## config.mk

```make
export PLATFORM = sky130hd
export DESIGN_NAME = jpeg_marker_segment_parser_flat
export DESIGN_NICKNAME = d
export VERILOG_FILES = /design/src/rtl/jmsp_pkg.sv /design/src/rtl/jmsp_byte_if.sv /design/src/rtl/jmsp_result_if.sv /design/src/rtl/jpeg_marker_segment_parser.sv /design/src/flat_wrapper.sv
export VERILOG_INCLUDE_DIRS = /design/src /design/src/rtl
export SDC_FILE = /design/constraint.sdc
export NUM_CORES = 1
export LEC_CHECK = 0
export BUFFER_PORTS_ARGS = -buffer_cell sky130_fd_sc_hd__buf_2
export CORE_MARGIN = 2
export CORE_UTILIZATION = 45
export CTS_CLUSTER_SIZE = 25
export DETAILED_ROUTE_END_ITERATION = 6
export PLACE_DENSITY = 0.75
export SYNTH_ARGS = -nofsm -noshare
export SYNTH_HDL_FRONTEND = slang
export SYNTH_SLANG_ARGS = --single-unit
export TNS_END_PERCENT = 100
```

## constraint.sdc

```tcl
create_clock -name clk -period 3.5 [get_ports clk]
set_input_delay 0.7 -clock clk [delete_from_list [all_inputs] [get_ports clk]]
set_output_delay 0.7 -clock clk [all_outputs]
set_load 0.02 [all_outputs]
```

## src/rtl/jpeg_marker_segment_parser_assert.svh

```systemverilog
// ----------------------------------------------------------------------------
// JPEG marker/segment parser assertion macros
// Concurrent checks on clk, ignored while rst is high; empty in synthesis.
// ----------------------------------------------------------------------------
`ifndef JPEG_MARKER_SEGMENT_PARSER_ASSERT_SVH
`define JPEG_MARKER_SEGMENT_PARSER_ASSERT_SVH
`ifndef SYNTH
// same-cycle implication
`define JMSP_ASSERT_NOW(label, ante, cons) \
  label: assert property (@(posedge clk) disable iff (rst) (ante) |-> (cons)) \
    else $error("jmsp check failed");
// next-cycle implication
`define JMSP_ASSERT_NEXT(label, ante, cons) \
  label: assert property (@(posedge clk) disable iff (rst) (ante) |=> (cons)) \
    else $error("jmsp check failed");
`else
`define JMSP_ASSERT_NOW(label, ante, cons)
`define JMSP_ASSERT_NEXT(label, ante, cons)
`endif
`endif

```

## src/rtl/jmsp_pkg.sv

```systemverilog
// ----------------------------------------------------------------------------
// jmsp_pkg
// Types, codes and helpers shared by the JPEG marker/segment parser.
// ----------------------------------------------------------------------------
package jmsp_pkg;

  localparam logic [7:0] PREFIX_BYTE = 8'hFF;
  localparam logic [7:0] STUFF_BYTE  = 8'h00;

  typedef enum logic [2:0] {
    KIND_NONE    = 3'd0,
    KIND_DATA    = 3'd1,
    KIND_MARKER  = 3'd2,
    KIND_LENGTH  = 3'd3,
    KIND_PAYLOAD = 3'd4,
    KIND_LENERR  = 3'd5
  } kind_t;

  typedef enum logic [4:0] {
    PH_SCAN    = 5'b00001,
    PH_AFTERFF = 5'b00010,
    PH_LENHI   = 5'b00100,
    PH_LENLO   = 5'b01000,
    PH_PAYLOAD = 5'b10000
  } phase_t;

  // Markers followed by a length field: SOFn/DHT/DAC (not JPG), SOS..APPF, COM.
  function automatic logic opens_segment(input logic [7:0] code);
    logic res;
    if (code[7:4] == 4'hC) begin
      res = (code != 8'hC8);
    end else if (code >= 8'hDA && code <= 8'hEF) begin
      res = 1'b1;
    end else begin
      res = (code == 8'hFE);
    end
    return res;
  endfunction

endpackage

```

## src/rtl/jmsp_byte_if.sv

```systemverilog
// ----------------------------------------------------------------------------
// jmsp_byte_if
// Valid/ready channel carrying one raw stream byte per transaction.
// ----------------------------------------------------------------------------
interface jmsp_byte_if;
  logic       valid;
  logic       ready;
  logic [7:0] stream_byte;

  modport source (output valid, output stream_byte, input ready);
  modport sink   (input valid, input stream_byte, output ready);
endinterface

```

## src/rtl/jmsp_result_if.sv

```systemverilog
// ----------------------------------------------------------------------------
// jmsp_result_if
// Valid/ready channel carrying one classified byte per transaction.
// ----------------------------------------------------------------------------
interface jmsp_result_if;
  logic        valid;
  logic        ready;
  logic [2:0]  kind;
  logic [15:0] value;
  logic [7:0]  segment_marker;
  logic [15:0] payload_offset;
  logic        payload_last;

  modport source (output valid, output kind, output value, output segment_marker,
                  output payload_offset, output payload_last, input ready);
  modport sink   (input valid, input kind, input value, input segment_marker,
                  input payload_offset, input payload_last, output ready);
endinterface

```

## src/rtl/jpeg_marker_segment_parser.sv

```systemverilog
// ----------------------------------------------------------------------------
// jpeg_marker_segment_parser
// Classifies a JPEG byte stream: entropy data, stuffed bytes, fill, markers,
// segment lengths, length errors and tagged segment payload bytes.
// ----------------------------------------------------------------------------
//  channel | dir | payload                                        | per byte
//  stream  | in  | stream_byte[7:0]                               | 1 in
//  result  | out | kind[2:0] value[15:0] segment_marker[7:0]      | 1 out
//          |     | payload_offset[15:0] payload_last              |
//
// One byte per clock sustained while result.ready is high; each result is registered.
// The parse state and the result register update in the same cycle a byte
// transaction completes.
// A stalled result holds the register; stream.ready falls only while a result
// is waiting and result.ready is low, so the input side never idles otherwise.
// rst (synchronous) returns to scanning outside segments and drops result.valid.
// ----------------------------------------------------------------------------
`include "jpeg_marker_segment_parser_assert.svh"

module jpeg_marker_segment_parser
  import jmsp_pkg::*;
(
  input  logic                 clk,
  input  logic                 rst,
  jmsp_byte_if.sink            stream,
  jmsp_result_if.source        result
);

  // parse state
  phase_t      phase,          phase_next;
  logic [7:0]  length_high,    length_high_next;
  logic [15:0] bytes_left,     bytes_left_next;
  logic [15:0] offset_count,   offset_count_next;
  logic [7:0]  current_marker, current_marker_next;

  // result register
  logic        res_valid;
  kind_t       res_kind,   kind_next;
  logic [15:0] res_value,  value_next;
  logic [7:0]  res_seg,    seg_next;
  logic [15:0] res_offs,   offs_next;
  logic        res_last,   last_next;

  logic        accept;
  logic [7:0]  b;
  logic [15:0] seg_len;
  logic [15:0] left_dec;

  // Result register frees when empty or being drained this cycle.
  assign stream.ready = !res_valid || result.ready;
  assign accept       = stream.valid && stream.ready;
  assign b            = stream.stream_byte;

  assign result.valid          = res_valid;
  assign result.kind           = res_kind;
  assign result.value          = res_value;
  assign result.segment_marker = res_seg;
  assign result.payload_offset = res_offs;
  assign result.payload_last   = res_last;

  assign seg_len  = {length_high, b};
  assign left_dec = (bytes_left != 16'd0) ? (bytes_left - 16'd1) : 16'd0;

  always_comb begin
    phase_next          = phase;
    length_high_next    = length_high;
    bytes_left_next     = bytes_left;
    offset_count_next   = offset_count;
    current_marker_next = current_marker;
    kind_next           = KIND_NONE;
    value_next          = 16'd0;
    seg_next            = 8'd0;
    offs_next           = 16'd0;
    last_next           = 1'b0;
    unique case (phase)
      PH_AFTERFF: begin
        if (b == STUFF_BYTE) begin
          kind_next  = KIND_DATA;
          value_next = {8'd0, PREFIX_BYTE};
          phase_next = PH_SCAN;
        end else if (b == PREFIX_BYTE) begin
          kind_next  = KIND_NONE;        // fill, keep waiting for the code
        end else begin
          kind_next  = KIND_MARKER;
          value_next = {8'd0, b};
          if (opens_segment(b)) begin
            current_marker_next = b;
            seg_next            = b;
            phase_next          = PH_LENHI;
          end else begin
            phase_next = PH_SCAN;
          end
        end
      end
      PH_LENHI: begin
        length_high_next = b;
        seg_next         = current_marker;
        phase_next       = PH_LENLO;
      end
      PH_LENLO: begin
        seg_next   = current_marker;
        value_next = seg_len;
        if (seg_len < 16'd2) begin
          kind_next  = KIND_LENERR;        // segment abandoned
          phase_next = PH_SCAN;
        end else begin
          kind_next         = KIND_LENGTH;
          bytes_left_next   = seg_len - 16'd2;
          offset_count_next = 16'd0;
          phase_next        = (seg_len == 16'd2) ? PH_SCAN : PH_PAYLOAD;
        end
      end
      PH_PAYLOAD: begin
        kind_next         = KIND_PAYLOAD;
        value_next        = {8'd0, b};
        seg_next          = current_marker;
        offs_next         = offset_count;
        last_next         = (bytes_left <= 16'd1);
        offset_count_next = offset_count + 16'd1;
        bytes_left_next   = left_dec;
        if (left_dec == 16'd0) begin
          phase_next = PH_SCAN;
        end
      end
      default: begin                     // scanning outside segments
        if (b == PREFIX_BYTE) begin
          kind_next  = KIND_NONE;
          phase_next = PH_AFTERFF;
        end else begin
          kind_next  = KIND_DATA;
          value_next = {8'd0, b};
          phase_next = PH_SCAN;
        end
      end
    endcase
  end

  // control state
  always_ff @(posedge clk) begin
    if (rst) begin
      phase          <= PH_SCAN;
      length_high    <= 8'd0;
      bytes_left     <= 16'd0;
      offset_count   <= 16'd0;
      current_marker <= 8'd0;
      res_valid      <= 1'b0;
    end else begin
      if (accept) begin
        phase          <= phase_next;
        length_high    <= length_high_next;
        bytes_left     <= bytes_left_next;
        offset_count   <= offset_count_next;
        current_marker <= current_marker_next;
        res_valid      <= 1'b1;
      end else if (result.ready) begin
        res_valid <= 1'b0;
      end
    end
  end

  // result payload, no reset needed
  always_ff @(posedge clk) begin
    if (accept) begin
      res_kind  <= kind_next;
      res_value <= value_next;
      res_seg   <= seg_next;
      res_offs  <= offs_next;
      res_last  <= last_next;
    end
  end

  // payload phase always has bytes still to come
  `JMSP_ASSERT_NOW(a_payload_left, phase == PH_PAYLOAD, bytes_left != 16'd0)
  // FF 00 turns into a stuffed data byte
  `JMSP_ASSERT_NEXT(a_stuffed, accept && phase == PH_AFTERFF && b == STUFF_BYTE,
                    res_kind == KIND_DATA && res_value == 16'h00FF)
  // last payload byte closes the segment
  `JMSP_ASSERT_NEXT(a_seg_close, accept && phase == PH_PAYLOAD && bytes_left == 16'd1,
                    phase == PH_SCAN && res_last)
  // a non-final payload result leaves the parser inside the segment
  `JMSP_ASSERT_NOW(a_inside_seg, res_valid && res_kind == KIND_PAYLOAD && !res_last,
                   phase == PH_PAYLOAD)

endmodule
```

## src/flat_wrapper.sv

```systemverilog
// flat-port wrapper written by rule: the top's interface ports become plain ports
module jpeg_marker_segment_parser_flat import jmsp_pkg::*;
  (clk, rst, stream_valid, stream_stream_byte, stream_ready, result_valid, result_kind, result_value, result_segment_marker, result_payload_offset, result_payload_last, result_ready);
  jmsp_byte_if stream_i ();
  jmsp_result_if result_i ();
  input  logic clk;
  input  logic rst;
  input wire logic [$bits(stream_i.valid)-1:0] stream_valid;
  input wire logic [$bits(stream_i.stream_byte)-1:0] stream_stream_byte;
  output wire logic [$bits(stream_i.ready)-1:0] stream_ready;
  output wire logic [$bits(result_i.valid)-1:0] result_valid;
  output wire logic [$bits(result_i.kind)-1:0] result_kind;
  output wire logic [$bits(result_i.value)-1:0] result_value;
  output wire logic [$bits(result_i.segment_marker)-1:0] result_segment_marker;
  output wire logic [$bits(result_i.payload_offset)-1:0] result_payload_offset;
  output wire logic [$bits(result_i.payload_last)-1:0] result_payload_last;
  input wire logic [$bits(result_i.ready)-1:0] result_ready;
  assign stream_i.valid = stream_valid;
  assign stream_i.stream_byte = stream_stream_byte;
  assign stream_ready = stream_i.ready;
  assign result_valid = result_i.valid;
  assign result_kind = result_i.kind;
  assign result_value = result_i.value;
  assign result_segment_marker = result_i.segment_marker;
  assign result_payload_offset = result_i.payload_offset;
  assign result_payload_last = result_i.payload_last;
  assign result_i.ready = result_ready;
  jpeg_marker_segment_parser u_core (.clk(clk), .rst(rst), .stream(stream_i), .result(result_i));
endmodule
```

Yosys cells after proc, flatten, opt, wreduce, memory -nomap -nowiden
Index checks and enable logic that the tools add are counted.

word-level totals
  register bits after elaboration = 98

operators by class
  add/sub/neg operators = 3
  order comparisons = 4
  equality and inequality tests = 12
  multiplexer cells = 32
  bitwise gates (word level) = 2
  reductions and logical operators = 14

operators by type and width
  operator                                                         count
  2-to-1 mux 16 bit                                                4
  one-hot mux 16 bit (2 select lines)                              2
  one-hot mux 16 bit (4 select lines)                              1
  2-to-1 mux 8 bit                                                 4
  2-to-1 mux 5 bit                                                 5
  one-hot mux 5 bit (4 select lines)                               1
  adder 16 x 1 -> 16 bit, second input constant                    1
  equality test 16 x 2 -> 1 bit, second input constant             1
  equality test 8 bit, second input constant                       2
  less-or-equal comparator 16 x 1 -> 1 bit, second input constant  1
  zero test 16 bit                                                 1
  < comparator 16 x 2 -> 1 bit, second input constant              1
  one-hot mux 8 bit (2 select lines)                               1
  nonzero test 16 bit                                              1
  subtractor 16 x 1 -> 16 bit, second input constant               1
  subtractor 16 x 2 -> 16 bit, second input constant               1
  one-hot mux 3 bit (4 select lines)                               1
  2-to-1 mux 3 bit                                                 3
  greater-or-equal comparator 8 bit, second input constant         1
  less-or-equal comparator 8 bit, second input constant            1
  zero test 8 bit                                                  1
  2-to-1 mux 1 bit                                                 8
  inequality test 8 bit, second input constant                     1
  AND reduction 3 bit                                              2
  other kinds (17)                                                 21

Depth between registers and ports, before layout
Gate-level depths: netlist of run 1.

  word-level depth = 11
  mapped depth = 10

Least setup slack after synthesis of run 1
OpenSTA, ideal clock, no wires.

  path type = input port to flip-flop
  from = in result_ready
  to = reg u_core.bytes_left[7]
  library setup time = 0.128 ns
  arrival time = 3.299 ns
  data required time = 3.372 ns
  setup slack = 0.073 ns
  cell stages on the path = 7
  cells stage by stage = nand2b_1 -> nand2_1 -> clkinv_1 -> clkbuf_1 -> o221ai_1 -> a22oi_1 -> nor2_1

between the ends
  cells in the longest elaborated chain, start to end = 3

RTL lines
  element                               RTL line                           text
  start, declared                       flat_wrapper.sv:17                 input wire logic [$bits(result_i.ready)-1:0] result_ready;
  logical OR 1 bit                      jpeg_marker_segment_parser.sv:50   assign stream.ready = !res_valid || result.ready;
  logical AND 1 bit                     jpeg_marker_segment_parser.sv:51   assign accept = stream.valid && stream.ready;
  named net u_core.accept               jpeg_marker_segment_parser.sv:44   logic accept;
  AND reduction 3 bit (no source line)  -
  end signal, assigned                  jpeg_marker_segment_parser.sv:151  bytes_left <= bytes_left_next;
  end, declared                         jpeg_marker_segment_parser.sv:32   logic [15:0] bytes_left, bytes_left_next;

The timed path passes the listed nets, and every way through them passes these cells.
A chain may end at the register's enable or synchronous reset.

Worst setup path after layout of run 1
  from = reg u_core.bytes_left[0]
  to = reg u_core.phase[0]

between the ends
  cells in the longest elaborated chain, start to end = 5

RTL lines
  element                                                             RTL line                           text
  subtractor 16 x 1 -> 16 bit or nonzero test 16 bit (tied branches)  jpeg_marker_segment_parser.sv:62   assign left_dec = (bytes_left != 16'd0) ? (bytes_left - 16'd1) : 16'd0;
  2-to-1 mux 16 bit *                                                 jpeg_marker_segment_parser.sv:62
  zero test 16 bit *                                                  jpeg_marker_segment_parser.sv:121  if (left_dec == 16'd0) begin
  inequality test 2 x 1 -> 1 bit (no source line) *                   -
  AND reduction 3 bit (no source line) *                              -
  end signal, assigned                                                jpeg_marker_segment_parser.sv:149  phase <= phase_next;
  end, declared                                                       jpeg_marker_segment_parser.sv:30   phase_t phase, phase_next;

Every way passes the cells marked *; elsewhere a longest branch is shown, timed or not.

==> results of run 1 <==
per-layer routing:
layer / wire (µm) / part of all wire
met5: 0 / 0
met3: 922 / 0.072
met1: 5631 / 0.44
met2: 6016 / 0.47
met4: 199 / 0.016
cell families after synthesis:
group | count (synthesis)
buffers and inverters | 50
XOR/XNOR | 22
multiplexers | 3
adder cells (fa/ha/maj) | 6
AND/OR/NAND/NOR | 219
AO/OA/AOI/OAI | 148
flip-flops | 98
critical path, cell delays in order, from the launching register on:
cell	delay [ps]
dfxtp_1	470
inv_1	150
ha_1	310
or4b_1	420
or4_1	500
a2111oi_2	360
nand4_1	140
o21a_2	280
o41ai_2	350
power by group through the flow:
stage	clock, mW	sequential [mW]	combinational, mW
3_5_place_dp	0	1.25	0.157
2_1_floorplan	0	1.29	0.0634
4_1_cts	0.744	1.23	0.157
6_report	0.737	1.23	0.158
3_3_place_gp	0	1.25	0.153
5_1_grt	0.797	1.23	0.169
cell usage after synthesis, types with 3 or more instances:
library cell and number:
inv_1 12, nand4_1 11, buf_2 7, edfxtp_1 44
nor4_1 9, or3_1 6, a211oi_1 5, o22ai_1 4
o211ai_1 4, o31ai_1 15, or4_1 12, o21ai_0 29
a22o_1 4, a21oi_1 48, nand2_1 42, xnor2_1 11
clkbuf_1 27, a21o_1 10, nor2b_1 3, nand3_1 18
o2111ai_1 3, o32ai_1 5, xor2_1 11, and3_1 6
and2_1 23, nor2_1 48, nand2b_1 7, nor3_1 19
dfxtp_1 54, ha_1 6
flip-flops by register name (all words and copies together) (netlist names):
| register | flops |
|---|---|
| u_core.result.payload_last | 1 |
| u_core.phase | 5 |
| u_core.result.value | 16 |
| u_core.result.valid | 1 |
| u_core.offset_count | 16 |
| u_core.bytes_left | 16 |
| u_core.result.kind | 3 |
| u_core.length_high | 8 |
| u_core.result.payload_offset | 16 |
| u_core.result.segment_marker | 8 |
| u_core.current_marker | 8 |
final cells by class:
cell class	instances	area (µm²)	share of cell area
Clock buffer	14	152.6	0.02691
Tap cell	140	175.2	0.03088
Timing Repair Buffer	74	437.9	0.07719
Sequential cell	98	2402	0.4235
Inverter	13	48.80	0.008602
Clock inverter	2	37.54	0.006617
Multi-Input combinational cell	398	2419	0.4263
final timing paths:
| path | startpoint | endpoint | slack, ps | cells after the start |
|---|---|---|---|---|
| max | u_core.bytes_left[0] | u_core.phase[0] | 430 | 8 |
| min | u_core.current_marker[7] | u_core.current_marker[7] | 460 | 2 |
| max reg2reg | u_core.bytes_left[0] | u_core.phase[0] | 430 | 8 |
| min reg2reg | u_core.current_marker[7] | u_core.current_marker[7] | 460 | 2 |
through the flow:
step | total power, mW | instances | setup WS [ps]
floorplan | 1.351 | 546 | 73.18
CTS | 2.128 | 739 | 420.5
global placement | 1.405 | 723 | 392.8
finish | 2.121 | 739 | 427.7
global route | 2.196 | 739 | 246.8
detailed placement | 1.410 | 723 | 287.9
==> impl_metrics.env, run 1 <==
export IMPL_num_rows=38
export IMPL_peakVddDrop_uv=187.2
export IMPL_pwr_share_comb=0.074
export IMPL_swShare=0.2380
export IMPL_drt_total_wl_mm=12.77
export IMPL_drv_slew=0
export IMPL_fillers=987
export IMPL_critPathArrivalTime_ps=3340
export IMPL_intPower_mw=1.616
export IMPL_fp_dieArea_mm2=0.01202
export IMPL_power_frac_seq=0.578
export IMPL_drtPass1Iterations=5
export IMPL_hold_buffers=0
export IMPL_worstPathMaxFanout=9
export IMPL_status="finished, final reports clean"
export IMPL_layout_common_cells="buf_2, dfxtp_1, nor2_1, a21oi_1, edfxtp_1"
export IMPL_synth_fp_nets=564
export IMPL_synth_area_leaders="edfxtp_1, dfxtp_1, a21oi_1, nor2_1, nand2_1"
export IMPL_synth_edf_count=44
export IMPL_worstMarginPinSlew_ps=1079
export IMPL_die_h_um=109.7
export IMPL_cts_tree="built"
export IMPL_htreeDepth=3
export IMPL_synth_cell_types=63
export IMPL_synth_seq_cells=98
export IMPL_final_common_cell="buf_2"
export IMPL_clock_path_buffers=2
export IMPL_hold_path_class="register to register"
export IMPL_grt_use_total=0.2241
export IMPL_synth_area_mm2=0.005024
export IMPL_overflow=0
export IMPL_io_pin_count=58
export IMPL_antenna_found_initial=0
export IMPL_grt_use_met3=0.04149
export IMPL_met1_usage=0.3090
export IMPL_slew_limit_headroom=0.2749
export IMPL_drc=0
export IMPL_grt_pass1_vias=4240
export IMPL_n_antenna_cell=0
export IMPL_placed_area_mm2=0.005483
export IMPL_crit_path_end_kind="register"
export IMPL_power_leakage_nw=2.138
export IMPL_ys_flop_type="dfxtp_1"
export IMPL_cts_setup_buffers=0
export IMPL_critPathLaunchType="register"
export IMPL_via_per_inst=6.103
export IMPL_drt_initial_drc_count=445
export IMPL_synth_compound_area_share=0.1923
export IMPL_insertion_delay_ps=370
export IMPL_crit_required_ps=3770
export IMPL_grt_use_met2=0.3580
export IMPL_routed_wire_length_per_instance_um=17.28
export IMPL_cts_resized=0
export IMPL_synth_xor_xnor_area_share=0.03836
export IMPL_place_hpwl_mm=8.588
export IMPL_hold_viol_final=0
export IMPL_areaGrowthSynthToFinish_pct=12.93
export IMPL_core_mm2=0.01089
export IMPL_num_vias=4510
export IMPL_cts_buffers=9
export IMPL_min_period_ps=3072
export IMPL_clock_fmax_mhz=325.5
export IMPL_nets=612
export IMPL_syn_area_per_cell_um2=9.201
export IMPL_p_per_area_mw_per_mm2=373.9
export IMPL_utilization=0.5210
export IMPL_fin_skew_ps=14.03
export IMPL_p_sw_uw=504.8
export IMPL_path_class="register to register"
export IMPL_yosysTopAreaCell="edfxtp_1"
export IMPL_fin_crit_sh=0.8778
export IMPL_synth_simple_area_share=0.2286
export IMPL_grt_max_degree=61
export IMPL_synth_cells=546
export IMPL_netlist_area_leader_share=0.2630
export IMPL_grt_busiest_layer="met2"
export IMPL_rsz0062_at_grt="no"
export IMPL_ys_seq_area_frac=0.4782
export IMPL_final_antenna_net_count=0
export IMPL_drive_gt1_frac=0.1669
export IMPL_dieWidth_um=109.7
export IMPL_maxCapViolCount=0
export IMPL_io_buffers=57
export IMPL_cts_sinks=98
export IMPL_design_area_mm2=0.005673
export IMPL_power_frac_clock=0.348
export IMPL_cts_reportedPaths_clkPinSlew_ps=90
export IMPL_gp_congestion=0.9794
export IMPL_grt_pass1_wl_mm=21.02
export IMPL_finalSetupViolations=0
export IMPL_synth_mux_area_frac=0.006227
export IMPL_finalSetupTns_ps=0
export IMPL_synthAdderAreaFrac=0.01494
export IMPL_root_buffer="clkbuf_8"
export IMPL_synth_top_family_by_area="simple AND/OR/NAND/NOR gates"
export IMPL_async_flop_share=0
export IMPL_synth_warnings=0
export IMPL_worst_hold_slack_ps=464.0
export IMPL_start_util=0.4614
No activity file was read; power rests on OpenSTA's default activity.
==> run 2: changes to the inputs <==
Settings changed: CAP_MARGIN set to 20, CORE_ASPECT_RATIO set to 0.9.
==> run 2 against run 1 <==
Combinational power shrank 3%. Worst hold slack lost 10 ps. Sequential share of layout area shrank 0.74 points. Die area is essentially flat. Sequential power is essentially flat. Critical endpoint unchanged. Largest cell class unchanged.
==> impl_metrics.env, run 2 (synthesized netlist as in run 1, its figures left out) <==
export IMPL_status="finished, final reports clean"
export IMPL_fp_dieArea_mm2=0.01203
export IMPL_min_period_ps=3133
export IMPL_r2r_end="u_core.phase[0]"
export IMPL_pre_cts_ws_ps=355.1
export IMPL_hold_buffers=0
export IMPL_maxCapViolCount=0
export IMPL_crit_chain="inv_1 > ha_1 > or4b_1 > or4_1 > a2111oi_2 > nand4_1 > o21a_2 > o41ai_2"
export IMPL_hold_path_class="register to register"
export IMPL_grt_pass1_wl_mm=20.47
export IMPL_reg2reg_slack_ps=370
export IMPL_drc=0
export IMPL_n_antenna_cell=0
export IMPL_power_leakage_nw=2.183
export IMPL_cts_tree="built"
export IMPL_via_per_inst=5.949
export IMPL_final_common_cell="buf_2"
export IMPL_cts_resized=0
export IMPL_cts_buffers=9
export IMPL_path_class="register to register"
export IMPL_reg2reg_from="u_core.bytes_left[0]"
export IMPL_cp_slowest_stage_delay_ps=500
export IMPL_cts_reportedPaths_clkPinSlew_ps=70
export IMPL_rsz0062_at_grt="no"
export IMPL_critPathArrivalTime_ps=3380
export IMPL_cp_endpoint="u_core.phase[0]"
export IMPL_p_per_area_mw_per_mm2=403.3
export IMPL_clock_path_buffers=2
export IMPL_fillers=1019
export IMPL_dieWidth_um=115.4
export IMPL_hold_viol_final=0
export IMPL_dr_wl_met2_mm=5.890
export IMPL_htreeDepth=3
export IMPL_core_mm2=0.01086
export IMPL_finalSetupTns_ps=0
export IMPL_num_vias=4468
export IMPL_cts_setup_buffers=0
export IMPL_die_h_um=104.2
export IMPL_io_buffers=57
export IMPL_antenna_found_initial=0
export IMPL_reg2regPathDepth=8
export IMPL_routed_wire_length_per_instance_um=16.74
export IMPL_slew_limit_headroom=0.4482
export IMPL_num_rows=36
export IMPL_grt_use_total=0.2138
export IMPL_insertion_delay_ps=350
export IMPL_fin_crit_sh=0.8952
export IMPL_seq_area_mm2=0.002402
export IMPL_start_util=0.4628
export IMPL_place_hpwl_mm=8.900
export IMPL_peakVddDrop_uv=292.1
export IMPL_top_layer="met4"
export IMPL_gp_congestion=0.8826
export IMPL_final_antenna_net_count=0
export IMPL_nets=612
export IMPL_worstMarginPinSlew_ps=827.7
export IMPL_worst_hold_slack_ps=453.5
export IMPL_crit_path_end_kind="register"
export IMPL_drt_total_wl_mm=12.57
export IMPL_crit_path_start="u_core.bytes_left[0]"
export IMPL_layout_common_cells="buf_2, dfxtp_1, nor2_1, a21oi_1, edfxtp_1"
export IMPL_critPathLaunchType="register"
export IMPL_met3_length_um=921
export IMPL_cts_sinks=98
export IMPL_grt_max_degree=45
export IMPL_grt_pass1_vias=4045
export IMPL_drv_slew=0
export IMPL_clock_fmax_mhz=319.1
export IMPL_root_buffer="clkbuf_16"
export IMPL_drt_initial_drc_count=392
export IMPL_fin_skew_ps=7.053
export IMPL_drtPass1Iterations=5
export IMPL_areaGrowthSynthToFinish_pct=14.94
export IMPL_io_pin_count=58
export IMPL_timing_final_ws_setup_ps=366.7
export IMPL_crit_path_top_delay_cell="or4_1"
export IMPL_drive_gt1_frac=0.1736
export IMPL_finalSetupViolations=0
export IMPL_wl_met1_mm=5.529
export IMPL_multi_input_area_mm2=0.002419
export IMPL_utilization=0.5319
export IMPL_crit_required_ps=3750
export IMPL_worstPathMaxFanout=9
export IMPL_overflow=0
## run 2: cell count changes in the layout (fill, tap and decap cells not counted), sizes merged
cell / previous run / this run
clkbuf: 14 / 10
clkinv: 0 / 4
inv: 13 / 15
buf: 74 / 73
bufinv: 1 / 0
## run 2: through the flow
step | cells | instance area (µm²) | total power [mW]
finish | 751 | 5774 | 2.329
global route | 751 | 5774 | 2.401
CTS | 750 | 5767 | 2.347
detailed placement | 734 | 5478 | 1.406
global placement | 734 | 5478 | 1.402
floorplan | 546 | 5024 | 1.351
## run 2: metal layers
| layer | up-vias | global-route usage |
|---|---|---|
| li1 | 2125 | - |
| met1 | 2120 | 0.2983 |
| met2 | 201 | 0.3325 |
| met3 | 22 | 0.04429 |
| met4 | 0 | 0.06454 |
| met5 | - | 0 |
## run 2: critical path, delay by kind of cell (launching register included)
| family | cells | cell delay, ps |
|---|---|---|
| AO/OA/AOI/OAI | 3 | 970 |
| AND/OR/NAND/NOR | 3 | 1110 |
| buffers and inverters | 1 | 160 |
| adder cells (fa/ha/maj) | 1 | 320 |
| flip-flops | 1 | 480 |
## run 2: area by class of cell
type / instances / share of cell area
Clock buffer: 9 / 0.03900
Multi-Input combinational cell: 398 / 0.4189
Clock inverter: 7 / 0.01105
Inverter: 13 / 0.008451
Timing Repair Buffer: 74 / 0.07367
Tap cell: 152 / 0.03294
Sequential cell: 98 / 0.4160
## run 2: where the power goes
part | total (mW) | internal, mW | switching (mW) | leakage, nW
registers | 1.23 | 1.22 | 0.00640 | 0.872
logic | 0.153 | 0.0443 | 0.109 | 1.17
clock network | 0.949 | 0.494 | 0.455 | 0.139
## run 2: how the worst min path moves through the flow
stage / from / to / slack, ps / cells past startpoint
finish: u_core.current_marker[6] / u_core.current_marker[6] / 450 / 2
global route: u_core.current_marker[6] / u_core.current_marker[6] / 480 / 2
CTS: u_core.current_marker[6] / u_core.current_marker[6] / 450 / 2
detailed placement: u_core.current_marker[6] / u_core.current_marker[6] / 440 / 2
global placement: u_core.current_marker[7] / u_core.current_marker[7] / 440 / 2
floorplan: u_core.current_marker[6] / u_core.current_marker[6] / 430 / 2
==> run 3: changes to the inputs <==
Settings changed: CORE_UTILIZATION 45 to 50, PLACE_DENSITY 0.75 to 0.81.
==> run 3 against run 2 <==
Sequential cell count unchanged. Register-to-register slack improved by 80 ps. Total power down 7.4%. Sequential power about the same. Clock power shrank 18%. Maximum frequency grew 2.8%. Die area fell by 9.6%. Combinational power hardly changed. Worst hold slack gained 1.8 ps. Critical path depth is the same. Routed wire length is 2.5% lower. Clock-buffer cell count unchanged.
==> impl_metrics.env, run 3 (synthesized netlist as in run 1, its figures left out) <==
export IMPL_grt_pass1_vias=4147
export IMPL_antenna_found_initial=0
export IMPL_clock_fmax_mhz=328.0
export IMPL_io_pin_count=58
export IMPL_die_h_um=99.09
export IMPL_insertion_delay_ps=370
export IMPL_place_hpwl_mm=8.454
export IMPL_reg2reg_slack_ps=450
export IMPL_crit_required_ps=3780
export IMPL_drt_initial_drc_count=425
export IMPL_final_antenna_net_count=0
export IMPL_critPathLaunchType="register"
export IMPL_hold_viol_final=0
export IMPL_drc=0
export IMPL_critPathArrivalTime_ps=3330
export IMPL_cts_tree="built"
export IMPL_layout_common_cells="buf_2, dfxtp_1, nor2_1, a21oi_1, edfxtp_1"
export IMPL_power_leakage_nw=2.141
export IMPL_cts_sinks=98
export IMPL_cts_setup_buffers=0
export IMPL_num_vias=4442
export IMPL_root_buffer="clkbuf_8"
export IMPL_crit_path_end_kind="register"
export IMPL_via_per_inst=6.144
export IMPL_cp_top_family="simple AND/OR/NAND/NOR gates"
export IMPL_core_mm2=0.009742
export IMPL_slew_limit_headroom=0.2632
export IMPL_crit_path_top_delay_cell="or4_1"
export IMPL_rsz0062_at_grt="no"
export IMPL_cts_buffers=9
export IMPL_worstHoldStart="u_core.current_marker[6]"
export IMPL_hold_path_class="register to register"
export IMPL_htreeDepth=3
export IMPL_p_per_area_mw_per_mm2=381.5
export IMPL_drt_total_wl_mm=12.26
export IMPL_multi_input_area_mm2=0.002419
export IMPL_hold_buffers=0
export IMPL_holdPathStages=2
export IMPL_final_instance_count_excl_fill=723
export IMPL_cts_resized=0
export IMPL_worst_hold_slack_ps=455.4
export IMPL_status="finished, final reports clean"
export IMPL_start_util=0.5157
export IMPL_routed_wire_length_per_instance_um=16.96
export IMPL_finalSetupViolations=0
export IMPL_reg2regPathDepth=8
export IMPL_worstMarginPinSlew_ps=1097
export IMPL_cp_slowest_stage_delay_ps=490
export IMPL_min_to="u_core.current_marker[6]"
export IMPL_areaGrowthSynthToFinish_pct=12.53
export IMPL_r2r_end="u_core.phase[0]"
export IMPL_fp_dieArea_mm2=0.01087
export IMPL_peakVddDrop_uv=220.6
export IMPL_fin_crit_sh=0.8710
export IMPL_reg2reg_from="u_core.bytes_left[1]"
export IMPL_seq_area_mm2=0.002402
export IMPL_drv_slew=0
export IMPL_num_rows=34
export IMPL_pre_cts_ws_ps=332.6
export IMPL_dp_cells=707
export IMPL_nets=610
export IMPL_fillers=870
export IMPL_dieWidth_um=109.7
export IMPL_grt_use_total=0.2373
export IMPL_crit_chain="inv_1 > ha_1 > or4b_1 > or4_1 > a2111oi_2 > nand4_1 > o21a_2 > o41ai_2"
export IMPL_fin_skew_ps=14.73
export IMPL_gp_congestion=0.9155
export IMPL_drtPass1Iterations=5
export IMPL_timing_final_ws_setup_ps=451.6
export IMPL_worstPathMaxFanout=8
export IMPL_grt_pass1_wl_mm=20.36
export IMPL_min_period_ps=3048
export IMPL_io_buffers=57
export IMPL_finalSetupTns_ps=0
export IMPL_clock_path_buffers=2
export IMPL_final_common_cell="buf_2"
export IMPL_maxCapViolCount=0
export IMPL_path_buf_inv=1
export IMPL_path_class="register to register"
export IMPL_drive_gt1_frac=0.1709
export IMPL_overflow=0
export IMPL_cts_reportedPaths_clkPinSlew_ps=100
export IMPL_grt_max_degree=45
export IMPL_n_antenna_cell=0
==> run 3: changes by cell type in the layout (fill, tap and decap cells not counted) <==
cell / delta
clkbuf_16: -9
clkbuf_8: +9
buf_4: -1
bufinv_16: +1
clkbuf_4: -1
clkinv_2: -1
clkinv_4: -1
inv_8: +1
==> run 3: area by class of cell <==
type                    count  share of cell area
well taps                 126             0.02789
inverters                  13            0.008632
clock buffers               9             0.02191
clock inverters             7             0.01616
multi-input cells         398              0.4278
repair buffers             72             0.07260
flip-flops and latches     98              0.4250
==> run 3: worst max path at each step <==
| stage | from | to | slack (ps) | cells past startpoint |
|---|---|---|---|---|
| global route | u_core.bytes_left[1] | u_core.phase[0] | 260 | 8 |
| CTS | u_core.bytes_left[1] | u_core.phase[0] | 480 | 8 |
| floorplan | result_ready | u_core.bytes_left[7] | 70 | 7 |
| detailed placement | stream_stream_byte[3] | u_core.bytes_left[0] | 330 | 8 |
| global placement | stream_stream_byte[3] | u_core.bytes_left[0] | 390 | 8 |
| finish | u_core.bytes_left[1] | u_core.phase[0] | 450 | 8 |
==> run 3: metal layers <==
layer  wire (µm)  up-vias  global-route usage
li1            -     2112                   -
met4         146        0             0.06037
met3         912       20             0.05242
met5           0        -                   0
met1        5430     2117              0.3321
met2        5769      193              0.3742
==> run 3: tightest hold or removal path: cells and delay by family, from the launching register on <==
kind	cells	cell delay (ps)
AOI/OAI and AO/OA	1	50
buffers and inverters	1	50
DFF	1	330
==> run 3: power breakdown <==
part	total [mW]	switching (mW)	internal [mW]
combinational	0.150	0.108	0.0428
sequential	1.23	0.00645	1.22
clock	0.781	0.433	0.348
==> run 3: per-stage QoR <==
step | utilization | power, mW | cell area, µm²
floorplan | - | 1.351 | 5024
CTS | 0.5803 | 2.162 | 5653
global route | 0.5803 | 2.230 | 5653
finish | 0.5803 | 2.156 | 5653
detailed placement | 0.5582 | 1.403 | 5438
global placement | 0.5582 | 1.400 | 5438
